$ cat src/rtl/core/bpl_pkg.sv
// Shared types, codes and constants for the bounded positional list.
`timescale 1ns / 1ps
`default_nettype none

package bpl_pkg;

	// Default capacity of the list
	localparam int LIST_DEPTH_DEF = 32;

	// Width used for position and count compares (covers a capacity up to 64, plus one)
	localparam int CMPW = 8;

	// Command opcodes
	typedef enum logic [2:0] {
		OP_INS_FRONT = 3'd0,
		OP_INS_AT    = 3'd1,
		OP_INS_BACK  = 3'd2,
		OP_DEL_FRONT = 3'd3,
		OP_DEL_AT    = 3'd4,
		OP_DEL_BACK  = 3'd5,
		OP_LIST_FWD  = 3'd6,
		OP_LIST_REV  = 3'd7
	} opcode_t;

	// Result status codes
	localparam logic [1:0] ST_OK     = 2'd0;
	localparam logic [1:0] ST_EMPTY  = 2'd1;
	localparam logic [1:0] ST_BADPOS = 2'd2;
	localparam logic [1:0] ST_FULL   = 2'd3;

	// Walk pointer update selection
	typedef enum logic [2:0] {
		PTR_HOLD,
		PTR_INS,
		PTR_DEL,
		PTR_FWD,
		PTR_REV,
		PTR_INC,
		PTR_DEC
	} ptr_op_t;

	// Memory read address selection, relative to the walk pointer
	typedef enum logic [2:0] {
		RD_P,
		RD_PM1,
		RD_PM2,
		RD_PP1,
		RD_PP2
	} rd_sel_t;

	// Commands from the controller to the datapath
	typedef struct packed {
		logic       cmd_load;
		ptr_op_t    ptr_op;
		rd_sel_t    rd_sel;
		logic       wr_shift;
		logic       wr_value;
		logic       cnt_inc;
		logic       cnt_dec;
		logic       out_load;
		logic       out_list;
		logic [1:0] out_status;
	} ctl_t;

	// Status from the datapath to the controller
	typedef struct packed {
		opcode_t op;
		logic    empty;
		logic    one;
		logic    full;
		logic    ins_bad;
		logic    del_bad;
		logic    ins_none;
		logic    del_none;
		logic    ins_step_end;
		logic    del_step_end;
		logic    list_end;
		logic    out_free;
	} sts_t;

endpackage

`default_nettype wire

$ cat src/rtl/core/bpl_datapath.sv
// Datapath: element memory, count, command registers, walk pointer and output register.
`timescale 1ns / 1ps
`default_nettype none

module bpl_datapath
	import bpl_pkg::*;
#(
	parameter int LIST_DEPTH = LIST_DEPTH_DEF
) (
	input  wire logic               clk,
	input  wire logic               arst_n,
	input  wire ctl_t               ctl,
	output sts_t                    sts,
	input  wire logic [2:0]         opcode,
	input  wire logic signed [31:0] value,
	input  wire logic [5:0]         position,
	output logic                    out_valid,
	input  wire logic               out_stall,
	output logic signed [31:0]      element,
	output logic [1:0]              status,
	output logic                    last_item,
	output logic [5:0]              length
);

	localparam int AW = $clog2(LIST_DEPTH);
	localparam int CW = $clog2(LIST_DEPTH + 1);

	logic [31:0]        mem [LIST_DEPTH];
	logic [31:0]        rdata_q;
	logic [CW-1:0]      count_q;
	logic [AW-1:0]      ptr_q;
	opcode_t            op_q;
	logic [31:0]        value_q;
	logic [5:0]         pos_q;
	logic               out_valid_q;
	logic [31:0]        element_q;
	logic [1:0]         status_q;
	logic               last_q;
	logic [5:0]         length_q;

	logic [CMPW-1:0]    cnt_w;
	logic [CMPW-1:0]    pos_w;
	logic [CMPW-1:0]    ptr_w;
	logic [CMPW-1:0]    idx_w;
	logic [AW-1:0]      idx;
	logic [AW-1:0]      rd_addr;
	logic [AW-1:0]      wr_addr;
	logic [31:0]        wr_data;
	logic               out_free;

	assign cnt_w    = CMPW'(count_q);
	assign pos_w    = CMPW'(pos_q);
	assign ptr_w    = CMPW'(ptr_q);
	assign out_free = !out_valid_q || !out_stall;

	// Target index of the current insert or delete
	always_comb begin
		case (op_q)
			OP_INS_BACK: idx_w = cnt_w;
			OP_INS_AT:   idx_w = (count_q == '0) ? '0 : pos_w - CMPW'(1);
			OP_DEL_BACK: idx_w = cnt_w - CMPW'(1);
			OP_DEL_AT:   idx_w = (count_q == CW'(1)) ? '0 : pos_w - CMPW'(1);
			default:     idx_w = '0;
		endcase
	end
	assign idx = idx_w[AW-1:0];

	// Status flags for the controller
	always_comb begin
		sts.op           = op_q;
		sts.empty        = (count_q == '0);
		sts.one          = (count_q == CW'(1));
		sts.full         = (cnt_w == CMPW'(LIST_DEPTH));
		sts.ins_bad      = (pos_w == '0) || (pos_w > cnt_w + CMPW'(1));
		sts.del_bad      = (pos_w == '0) || (pos_w > cnt_w);
		sts.ins_none     = (idx_w == cnt_w);
		sts.del_none     = (idx_w + CMPW'(1) == cnt_w);
		sts.ins_step_end = (ptr_w == idx_w + CMPW'(1));
		sts.del_step_end = (ptr_w + CMPW'(2) == cnt_w);
		sts.list_end     = (op_q == OP_LIST_FWD) ? (ptr_w + CMPW'(1) == cnt_w)
		                                         : (ptr_q == '0);
		sts.out_free     = out_free;
	end

	// Read address relative to the walk pointer
	always_comb begin
		case (ctl.rd_sel)
			RD_PM1:  rd_addr = ptr_q - AW'(1);
			RD_PM2:  rd_addr = ptr_q - AW'(2);
			RD_PP1:  rd_addr = ptr_q + AW'(1);
			RD_PP2:  rd_addr = ptr_q + AW'(2);
			default: rd_addr = ptr_q;
		endcase
	end

	// Write port: shifted word at the pointer, or new value at the target index
	assign wr_addr = ctl.wr_value ? idx : ptr_q;
	assign wr_data = ctl.wr_value ? value_q : rdata_q;

	// Element memory, registered read
	always_ff @(posedge clk) begin
		if (ctl.wr_shift || ctl.wr_value) begin
			mem[wr_addr] <= wr_data;
		end
		rdata_q <= mem[rd_addr];
	end

	// Command registers and walk pointer
	always_ff @(posedge clk) begin
		if (ctl.cmd_load) begin
			op_q    <= opcode_t'(opcode);
			value_q <= value;
			pos_q   <= position;
		end
		case (ctl.ptr_op)
			PTR_INS: ptr_q <= count_q[AW-1:0];
			PTR_DEL: ptr_q <= idx;
			PTR_FWD: ptr_q <= '0;
			PTR_REV: ptr_q <= AW'(count_q - CW'(1));
			PTR_INC: ptr_q <= ptr_q + AW'(1);
			PTR_DEC: ptr_q <= ptr_q - AW'(1);
			default: ptr_q <= ptr_q;
		endcase
	end

	// Element count
	always_ff @(posedge clk or negedge arst_n) begin
		if (!arst_n) begin
			count_q <= '0;
		end else if (ctl.cnt_inc) begin
			count_q <= count_q + CW'(1);
		end else if (ctl.cnt_dec) begin
			count_q <= count_q - CW'(1);
		end
	end

	// Output register valid
	always_ff @(posedge clk or negedge arst_n) begin
		if (!arst_n) begin
			out_valid_q <= 1'b0;
		end else if (ctl.out_load) begin
			out_valid_q <= 1'b1;
		end else if (!out_stall) begin
			out_valid_q <= 1'b0;
		end
	end

	// Output register payload
	always_ff @(posedge clk) begin
		if (ctl.out_load) begin
			element_q <= ctl.out_list ? rdata_q : '0;
			status_q  <= ctl.out_status;
			last_q    <= ctl.out_list ? sts.list_end : 1'b1;
			length_q  <= 6'(count_q);
		end
	end

	assign out_valid = out_valid_q;
	assign element   = element_q;
	assign status    = status_q;
	assign last_item = last_q;
	assign length    = length_q;

endmodule

`default_nettype wire

$ cat src/rtl/core/bpl_controller.sv
// Controller: sequences decode, shift walks, listing and result hand-off.
`timescale 1ns / 1ps
`default_nettype none

module bpl_controller
	import bpl_pkg::*;
(
	input  wire logic clk,
	input  wire logic arst_n,
	input  wire logic in_valid,
	output logic      in_stall,
	input  wire sts_t sts,
	output ctl_t      ctl
);

	typedef enum logic [3:0] {
		S_IDLE,
		S_DECODE,
		S_INS_PRIME,
		S_INS_SHIFT,
		S_INS_PUT,
		S_DEL_PRIME,
		S_DEL_SHIFT,
		S_DEL_FIN,
		S_LIST_RD,
		S_LIST_LOAD,
		S_RESP
	} state_t;

	state_t     state_q, state_d;
	logic [1:0] code_q, code_d;

	assign in_stall = (state_q != S_IDLE);

	// Next state and datapath commands
	always_comb begin
		state_d        = state_q;
		code_d         = code_q;
		ctl            = '0;
		ctl.ptr_op     = PTR_HOLD;
		ctl.rd_sel     = RD_P;
		ctl.out_status = code_q;
		unique case (state_q)
			S_IDLE: begin
				if (in_valid) begin
					ctl.cmd_load = 1'b1;
					state_d      = S_DECODE;
				end
			end
			S_DECODE: begin
				code_d  = ST_OK;
				state_d = S_RESP;
				unique case (sts.op) inside
					OP_INS_FRONT, OP_INS_BACK, OP_INS_AT: begin
						if (sts.op == OP_INS_AT && !sts.empty && sts.ins_bad) begin
							code_d = ST_BADPOS;
						end else if (sts.full) begin
							code_d = ST_FULL;
						end else if (sts.ins_none) begin
							state_d = S_INS_PUT;
						end else begin
							ctl.ptr_op = PTR_INS;
							state_d    = S_INS_PRIME;
						end
					end
					OP_DEL_FRONT, OP_DEL_BACK, OP_DEL_AT: begin
						if (sts.empty) begin
							code_d = ST_EMPTY;
						end else if (sts.op == OP_DEL_AT && !sts.one && sts.del_bad) begin
							code_d = ST_BADPOS;
						end else if (sts.del_none) begin
							state_d = S_DEL_FIN;
						end else begin
							ctl.ptr_op = PTR_DEL;
							state_d    = S_DEL_PRIME;
						end
					end
					default: begin
						if (sts.empty) begin
							code_d = ST_EMPTY;
						end else begin
							ctl.ptr_op = (sts.op == OP_LIST_FWD) ? PTR_FWD : PTR_REV;
							state_d    = S_LIST_RD;
						end
					end
				endcase
			end
			// Insert: move words up one place, from the back down to the target
			S_INS_PRIME: begin
				ctl.rd_sel = RD_PM1;
				state_d    = S_INS_SHIFT;
			end
			S_INS_SHIFT: begin
				ctl.wr_shift = 1'b1;
				if (sts.ins_step_end) begin
					state_d = S_INS_PUT;
				end else begin
					ctl.rd_sel = RD_PM2;
					ctl.ptr_op = PTR_DEC;
				end
			end
			S_INS_PUT: begin
				ctl.wr_value = 1'b1;
				ctl.cnt_inc  = 1'b1;
				state_d      = S_RESP;
			end
			// Delete: move words down one place, from the target to the back
			S_DEL_PRIME: begin
				ctl.rd_sel = RD_PP1;
				state_d    = S_DEL_SHIFT;
			end
			S_DEL_SHIFT: begin
				ctl.wr_shift = 1'b1;
				if (sts.del_step_end) begin
					state_d = S_DEL_FIN;
				end else begin
					ctl.rd_sel = RD_PP2;
					ctl.ptr_op = PTR_INC;
				end
			end
			S_DEL_FIN: begin
				ctl.cnt_dec = 1'b1;
				state_d     = S_RESP;
			end
			// Listing: one read, then one output transfer per element
			S_LIST_RD: begin
				state_d = S_LIST_LOAD;
			end
			S_LIST_LOAD: begin
				if (sts.out_free) begin
					ctl.out_load   = 1'b1;
					ctl.out_list   = 1'b1;
					ctl.out_status = ST_OK;
					if (sts.list_end) begin
						state_d = S_IDLE;
					end else begin
						ctl.ptr_op = (sts.op == OP_LIST_FWD) ? PTR_INC : PTR_DEC;
						state_d    = S_LIST_RD;
					end
				end
			end
			S_RESP: begin
				if (sts.out_free) begin
					ctl.out_load = 1'b1;
					state_d      = S_IDLE;
				end
			end
			default: state_d = S_IDLE;
		endcase
	end

	// State and status code register
	always_ff @(posedge clk or negedge arst_n) begin
		if (!arst_n) begin
			state_q <= S_IDLE;
			code_q  <= ST_OK;
		end else begin
			state_q <= state_d;
			code_q  <= code_d;
		end
	end

endmodule

`default_nettype wire

$ cat src/rtl/core/bounded_positional_list.sv
// Bounded positional list (deque with positional access): top level.
//
// Input channel (in_valid / in_stall): one command per transfer, carrying
// opcode, value and position. The block takes one command at a time and
// holds in_stall high from the cycle after a transfer until the command's
// last result has been loaded into the output register.
// Output channel (out_valid / out_stall): element, status, last_item and
// length. A listing of a non-empty list gives one transfer per element with
// last_item on the final one; every other command gives a single transfer.
// Each command is decoded first; an insert or delete then moves the stored
// words that must shift, one place each, and writes the new value or lowers
// the count before its status is loaded; a listing reads and loads each
// element in turn. The next command can transfer in the cycle after the
// last result is loaded. The words move one per cycle through the
// single-read, single-write element memory.
// Reset clears the count and the output valid; memory contents are not
// cleared and nothing is read beyond the count. When the receiver stalls,
// the output register holds its result and the controller waits.
`timescale 1ns / 1ps
`default_nettype none

module bounded_positional_list
	import bpl_pkg::*;
#(
	parameter int LIST_DEPTH = LIST_DEPTH_DEF
) (
	input  wire logic               clk,
	input  wire logic               arst_n,
	input  wire logic               in_valid,
	output logic                    in_stall,
	input  wire logic [2:0]         opcode,
	input  wire logic signed [31:0] value,
	input  wire logic [5:0]         position,
	output logic                    out_valid,
	input  wire logic               out_stall,
	output logic signed [31:0]      element,
	output logic [1:0]              status,
	output logic                    last_item,
	output logic [5:0]              length
);

	ctl_t ctl;
	sts_t sts;

	bpl_controller u_ctl (
		.clk      (clk),
		.arst_n   (arst_n),
		.in_valid (in_valid),
		.in_stall (in_stall),
		.sts      (sts),
		.ctl      (ctl)
	);

	bpl_datapath #(
		.LIST_DEPTH (LIST_DEPTH)
	) u_dp (
		.clk       (clk),
		.arst_n    (arst_n),
		.ctl       (ctl),
		.sts       (sts),
		.opcode    (opcode),
		.value     (value),
		.position  (position),
		.out_valid (out_valid),
		.out_stall (out_stall),
		.element   (element),
		.status    (status),
		.last_item (last_item),
		.length    (length)
	);

endmodule

`default_nettype wire

$ cat config.mk
export PLATFORM = sky130hd
export DESIGN_NAME = bounded_positional_list
export DESIGN_NICKNAME = d
export VERILOG_FILES = /design/src/rtl/core/bpl_pkg.sv /design/src/rtl/core/bpl_datapath.sv /design/src/rtl/core/bpl_controller.sv /design/src/rtl/core/bounded_positional_list.sv
export SDC_FILE = /design/constraint.sdc
export NUM_CORES = 2
export LEC_CHECK = 0
export BUFFER_PORTS_ARGS = -buffer_cell sky130_fd_sc_hd__buf_2
export CAP_MARGIN = 25
export CELL_PAD_IN_SITES_DETAIL_PLACEMENT = 0
export CELL_PAD_IN_SITES_GLOBAL_PLACEMENT = 1
export CORE_MARGIN = 2
export CORE_UTILIZATION = 53
export DETAILED_ROUTE_END_ITERATION = 10
export PLACE_DENSITY = 0.77
export SLEW_MARGIN = 20
export SYNTH_ARGS = -nofsm -noshare
export SYNTH_HDL_FRONTEND = slang
export SYNTH_SLANG_ARGS = --single-unit
$ cat constraint.sdc
create_clock -name clk -period 7.35 [get_ports clk]
set_input_delay 1.1025 -clock clk [delete_from_list [all_inputs] [get_ports clk]]
set_output_delay 1.1025 -clock clk [all_outputs]
set_load 0.01 [all_outputs]
Yosys cells after proc, flatten, opt, wreduce, memory -nomap -nowiden
Memories as Yosys holds them, arrays and structs flattened. A register that Yosys moved wholly into a read port is not among the register bits. Cells that the tools add are included.

Input port bits: 45. RAM bits: 1024. Memories kept: 1. Register bits: 100. Word-level logic and storage cells: 151. Output and inout bits: 43.

Equality and inequality tests: 39. Multiplexer cells: 60. Reductions and logical operators: 25. Add/sub/neg operators: 12. Order comparisons: 2.

Memories: u_dp.mem (depth 32, bits a word 32, rd ports 1, clocked after Yosys merged registers in 1, wr ports 1, RTL line bpl_datapath.sv:28) `logic [31:0] mem [LIST_DEPTH];`.

Operators with widths (number): $mux 4 (11); $pmux 4 s10 (1); $eq 8x6->1 (4); $mux 32 (1); $pmux 8 s4 (1); $pmux 5 s6 (1); $mux 3 (8); $mux 6 (4); $pmux 3 s4 (2); $eq 3x3->1 const B (7); $pmux 5 s4 (1); $eq 3x2->1 const B (6); $mux 2 (9); $eq 4x3->1 const B (4); $mux 8 (2); $mux 1 (14); $sub 6x1->7 const B (2); $eq 4x4->1 const B (3); $eq 3x1->1 const B (3); $add 8x1->8 const B (1); $eq 4x2->1 const B (2); $eq 5x8->1 (1); $gt 6x8->1 (1); $logic_not 8->1 (1); 33 further kinds (48).

Depth between registers and ports, before layout
Depth in word-level cells: 12. Gate-level depth with buffers: 26. Depth with buffers taken out: 23.

Cells and area by module
Synthesis repeated with hierarchy kept, for this count alone.

Cells, all modules: 2517. Area, all modules: 46572.2 um^2.

Modules (own cells, without submodules): bpl_datapath (cells an instance 2399, area each 45745.1 um^2, seq. area each 34177.8 um^2, instances 1); bpl_controller (cells an instance 118, area each 827.0 um^2, seq. area each 150.1 um^2, instances 1).

Worst setup path before layout
Ideal clock, no wire load.

Path kind: register to register. From: register u_dp.ptr_q[0]. To: memory u_dp.mem[11][0] (enable). Stages on the path, launching flop included: 12. Path slack: 2137 ps. Setup time: 421 ps. Clock period less this slack: 5213 ps. Data arrival time: 4792 ps. Buffers on the path: 7. Required time: 6929 ps. Cells stage by stage: edfxtp_1 > clkbuf_1 > clkbuf_1 > clkbuf_1 > buf_1 > buf_1 > buf_1 > buf_1 > a21oi_1 > nor2_1 > nand2_1 > nor2_1.

Cells in the longest elaborated chain, start to end: 1.

Ends and longest elaborated chain: from (decl) (RTL line bpl_datapath.sv:31) `logic [AW-1:0] ptr_q;`; from (signal assigned) (RTL line bpl_datapath.sv:116) `PTR_INS: ptr_q <= count_q[AW-1:0];`; from (signal assigned) (RTL line bpl_datapath.sv:117) `PTR_DEL: ptr_q <= idx;`; from (signal assigned) (RTL line bpl_datapath.sv:119) `PTR_REV: ptr_q <= AW'(count_q - CW'(1));`; $mux 5 (RTL line bpl_datapath.sv:97) `assign wr_addr = ctl.wr_value ? idx : ptr_q;`; to (decl) (RTL line bpl_datapath.sv:28).

No other way between the ends.

Worst setup path in the final report
From: register u_dp.count_q[0]. To: register u_dp.rdata_q[30], read port of u_dp.mem.

Cells in the longest elaborated chain, start to end: 9. Elaborated cells between the ends (all ways): 17. Those cells by class: add/sub (2); eq/ne (7); mux (7); reduce/logical (1).

Ends and longest elaborated chain: from (decl) (RTL line bpl_datapath.sv:30) `logic [CW-1:0] count_q;`; from (signal assigned) (RTL line bpl_datapath.sv:131) `count_q <= count_q + CW'(1);`; from (signal assigned) (RTL line bpl_datapath.sv:133) `count_q <= count_q - CW'(1);`; branches (longest 6 deep; another with $add 8x1->8); $pmux 3 s4 (*) (RTL line bpl_controller.sv:43) `unique case (state_q)`; $eq 3x3->1, or another cell as far along (RTL line bpl_datapath.sv:87) `case (ctl.rd_sel)`; $pmux 5 s4 (*) (RTL line bpl_datapath.sv:87); to (decl) (RTL line bpl_datapath.sv:29) `logic [31:0] rdata_q;`.

Mark *: on every way between the ends. A chain may end at the register's enable or synchronous reset.

==> reports/metrics.cfg <==
[run_status]
status=finished clean

[sta]
finalHoldViolCount=0
fin_crit_ns=6.43
drv_slew=0
rsz0062_at_grt=no
fmax_ghz=0.155
relSlewSlack_pct=24.3
fin_skew_ns=0.0224
setup_viol=0
tightest_slew_ns=1.14
fin_tns_setup_ns=0
min_period_over_period_pct=87.5

[grt]
grt_max_degree=144
grt_usage_pct=32.4
grt_pass1_vias=34100
grt_pass1_wl_mm=237
antenna_found_initial=12
grt_overflow=0

[layout]
final_util_pct=60.3
nets=3949
syn_to_final_growth_pct=12.6
drive_above_1_share_pct=12.8

[clocking]
ctsResizeCount=0
cts_tree=built
path_clk_slew_ns=0.06
postCtsHoldBufs=0
clock_latency_ns=0.72
root_buffer=clkbuf_16
numCtsBuffers=116
clk_path_buf_depth=3
h-tree-depth=3
post_cts_buffers=0
cts_sinks=1156

[die]
start_util_pct=53.6
die_w_um=317
ios=88
core_region_area_sq_um=96900
rows=114
dieArea_sq_um=100000
die_h_um=317

[drt]
totalWireLength_mm=165
drc=0
dr.pass1.iters=9
via_count=36700
drt_iter0_drc=5689
ant_nets=0
viasPerCell=6.98
wl_per_cell_um=31.4

[logic_synthesis]
ys_types=89
async_flop_share_pct=1.12
ys.warnings.count=0
avgSynthCellArea_sq_um=13.5
yosysTopAreaCellShare_pct=64.3
ys.flop_type=edfxtp_1
ys_seq_area_share_pct=66.2
synth_area_leaders=edfxtp_1 (64%), mux2i_1 (5.8%), a221o_1 (3.1%), nand3_1 (2.6%), nor2_1 (2.0%)
synth_area_leader_cell=edfxtp_1
synth_edf_count=1111
ys_ff_latch=1156
syn_area_sq_um=51900
synth_fp_nets=3922
postSynthCellCount=3847

[power]
p_int_mw=16.9
power.density_nw_per_um2=500
ir_worst_vdd_mv=0.891
leakage_nw=19.5
p_sw_mw=12.3
seq_power_share_pct=31.9
sw_frac_of_total_pct=42.3
power.share.clock_pct=20.6
p_comb_share_pct=47.5

[setup_path]
crit_family=compound AO/OA/AOI/OAI gates
crit_fanout=15
cp_slowest_cell=mux2_2
cp-start-kind=flip-flop
path_class=flip-flop to flip-flop
path_cells=inv_1 -> ha_1 -> or3b_1 -> o21a_1 -> nor2_1 -> o21a_1 -> inv_1 -> ha_1 -> xor2_1 -> a21oi_1 -> nand4b_1 -> nor4_4 -> o21ai_4 -> a21oi_4 -> mux2_2 -> buf_4 -> nor2_4 -> buf_4 -> a2111oi_0 -> mux2i_1
cp.required_ns=7.92
critPathMaxStageDelay_ns=0.69
path_buf_inv=4
end_kind=flip-flop
worstPathArrival_ns=7.01

[worst_hold_path]
holdCritPathClass=input pin to asynchronous set/reset pin

[run]
cap_violations=0

[place]
place_congestion=0.869
io_buffers=87
hpwl_mm=92.8

logic make-up after synthesis:
kind of cell,after synthesis,synth area share (%)
DFF,1156,66.2
buffers and inverters,340,2.65
and+or+nand+nor,961,8.48
muxes,332,6.49
xor gates and xnor gates,45,0.760
AOI/OAI and AO/OA,983,14.7
adders and majority gates,30,0.738
layout by cell type (no fill, tap or decap), types with 92 or more instances in the layout:
cell / n
nand3_1: 273
o21ai_0: 124
nor2_1: 235
nand2_1: 260
a21oi_1: 144
edfxtp_1: 1111
a311oi_1: 99
buf_4: 92
mux2i_1: 295
a221o_1: 161
clkbuf_16: 119
a221oi_1: 116
a22oi_1: 118
flip-flops by register name, summed over array words and instances, names as in the netlist, 2 cells and up:
signal,flops
u_ctl.state_q,4
u_dp.status,2
u_dp.length,6
u_dp.pos_q,6
u_ctl.code_q,2
u_dp.op_q,3
u_dp.count_q,6
u_dp.rdata_q,32
u_dp.ptr_q,5
u_dp.mem,1024
u_dp.value_q,32
u_dp.element,32
path summary, 6_finish.rpt:
kind	slack [ns]	start	endpoint	depth (start not counted)
setup / recovery	0.92	u_dp.count_q[0]	u_dp.rdata_q[30]	20
hold / removal	0.29	arst_n	u_dp.count_q[2]	1
setup reg to reg	0.92	u_dp.count_q[0]	u_dp.rdata_q[30]	20
hold reg to reg	0.48	u_ctl.code_q[1]	u_ctl.code_q[1]	2
max in group asynchronous	6.79	arst_n	u_dp.out_valid	1
min in group clk	0.48	u_ctl.code_q[1]	u_ctl.code_q[1]	2
synthesized netlist by cell type (7+ instances only):
library cell and instances:
a2111oi_0 33, a21o_1 10, a21oi_1 146, a221o_1 161
a221oi_1 116, a222oi_1 31, a22oi_1 118, a311oi_1 99
and2_1 38, buf_1 30, buf_2 52, clkbuf_1 224
dfrtp_1 13, dfxtp_1 32, edfxtp_1 1111, ha_1 29
inv_1 23, mux2_2 33, mux2i_1 298, nand2_1 266
nand3_1 273, nand4_1 41, nor2_1 271, nor3_1 19
o211ai_1 68, o21a_1 9, o21ai_0 124, o31ai_1 8
or3_1 7, xnor2_1 33, xor2_1 12
cell type report:
class	count	area, sq um
antenna	3	7.51
tap	1276	1600
clock buffer	152	3170
sequential	1156	34300
clock inverter	66	663
fill	7391	38400
inverter	27	101
multi-input combinational	2351	16600
timing repair buffer	222	1970
metal layers:
layer  vias up  track usage [%]  wire length (um)
met4         2             13.1              6270
met5         -                0                16
met3       356             6.38             19000
li1      15500                -                 -
met1     18400             46.1             65200
met2      2377             49.4             74400
power groups by stage:
| stage | Sequential [mW] | Clock [mW] | Combinational [mW] |
|---|---|---|---|
| 2_1_floorplan | 9.15 | 0 | 8.72 |
| 3_3_place_gp | 9.46 | 0 | 13.3 |
| 3_5_place_dp | 9.47 | 0 | 13.4 |
| 4_1_cts | 9.33 | 6.04 | 13.4 |
| 5_1_grt | 9.35 | 6.31 | 14.7 |
| 6_report | 9.32 | 6.01 | 13.9 |
per-stage QoR:
stage | worst slack, ns | instances | total power, mW | instance area [sq um] | hold slack, ns
final | 0.917 | 5253 | 29.2 | 58400 | 0.288
after global routing | 0.457 | 5252 | 30.4 | 58400 | 0.303
after CTS | 0.772 | 5235 | 28.8 | 58200 | 0.266
after detailed placement | 0.804 | 5017 | 22.9 | 54300 | 0.468
after global placement | 0.967 | 5009 | 22.7 | 54100 | 0.447
after floorplan | 2.14 | 3847 | 17.9 | 51900 | 0.420
No activity file was read; power rests on OpenSTA's default activity.
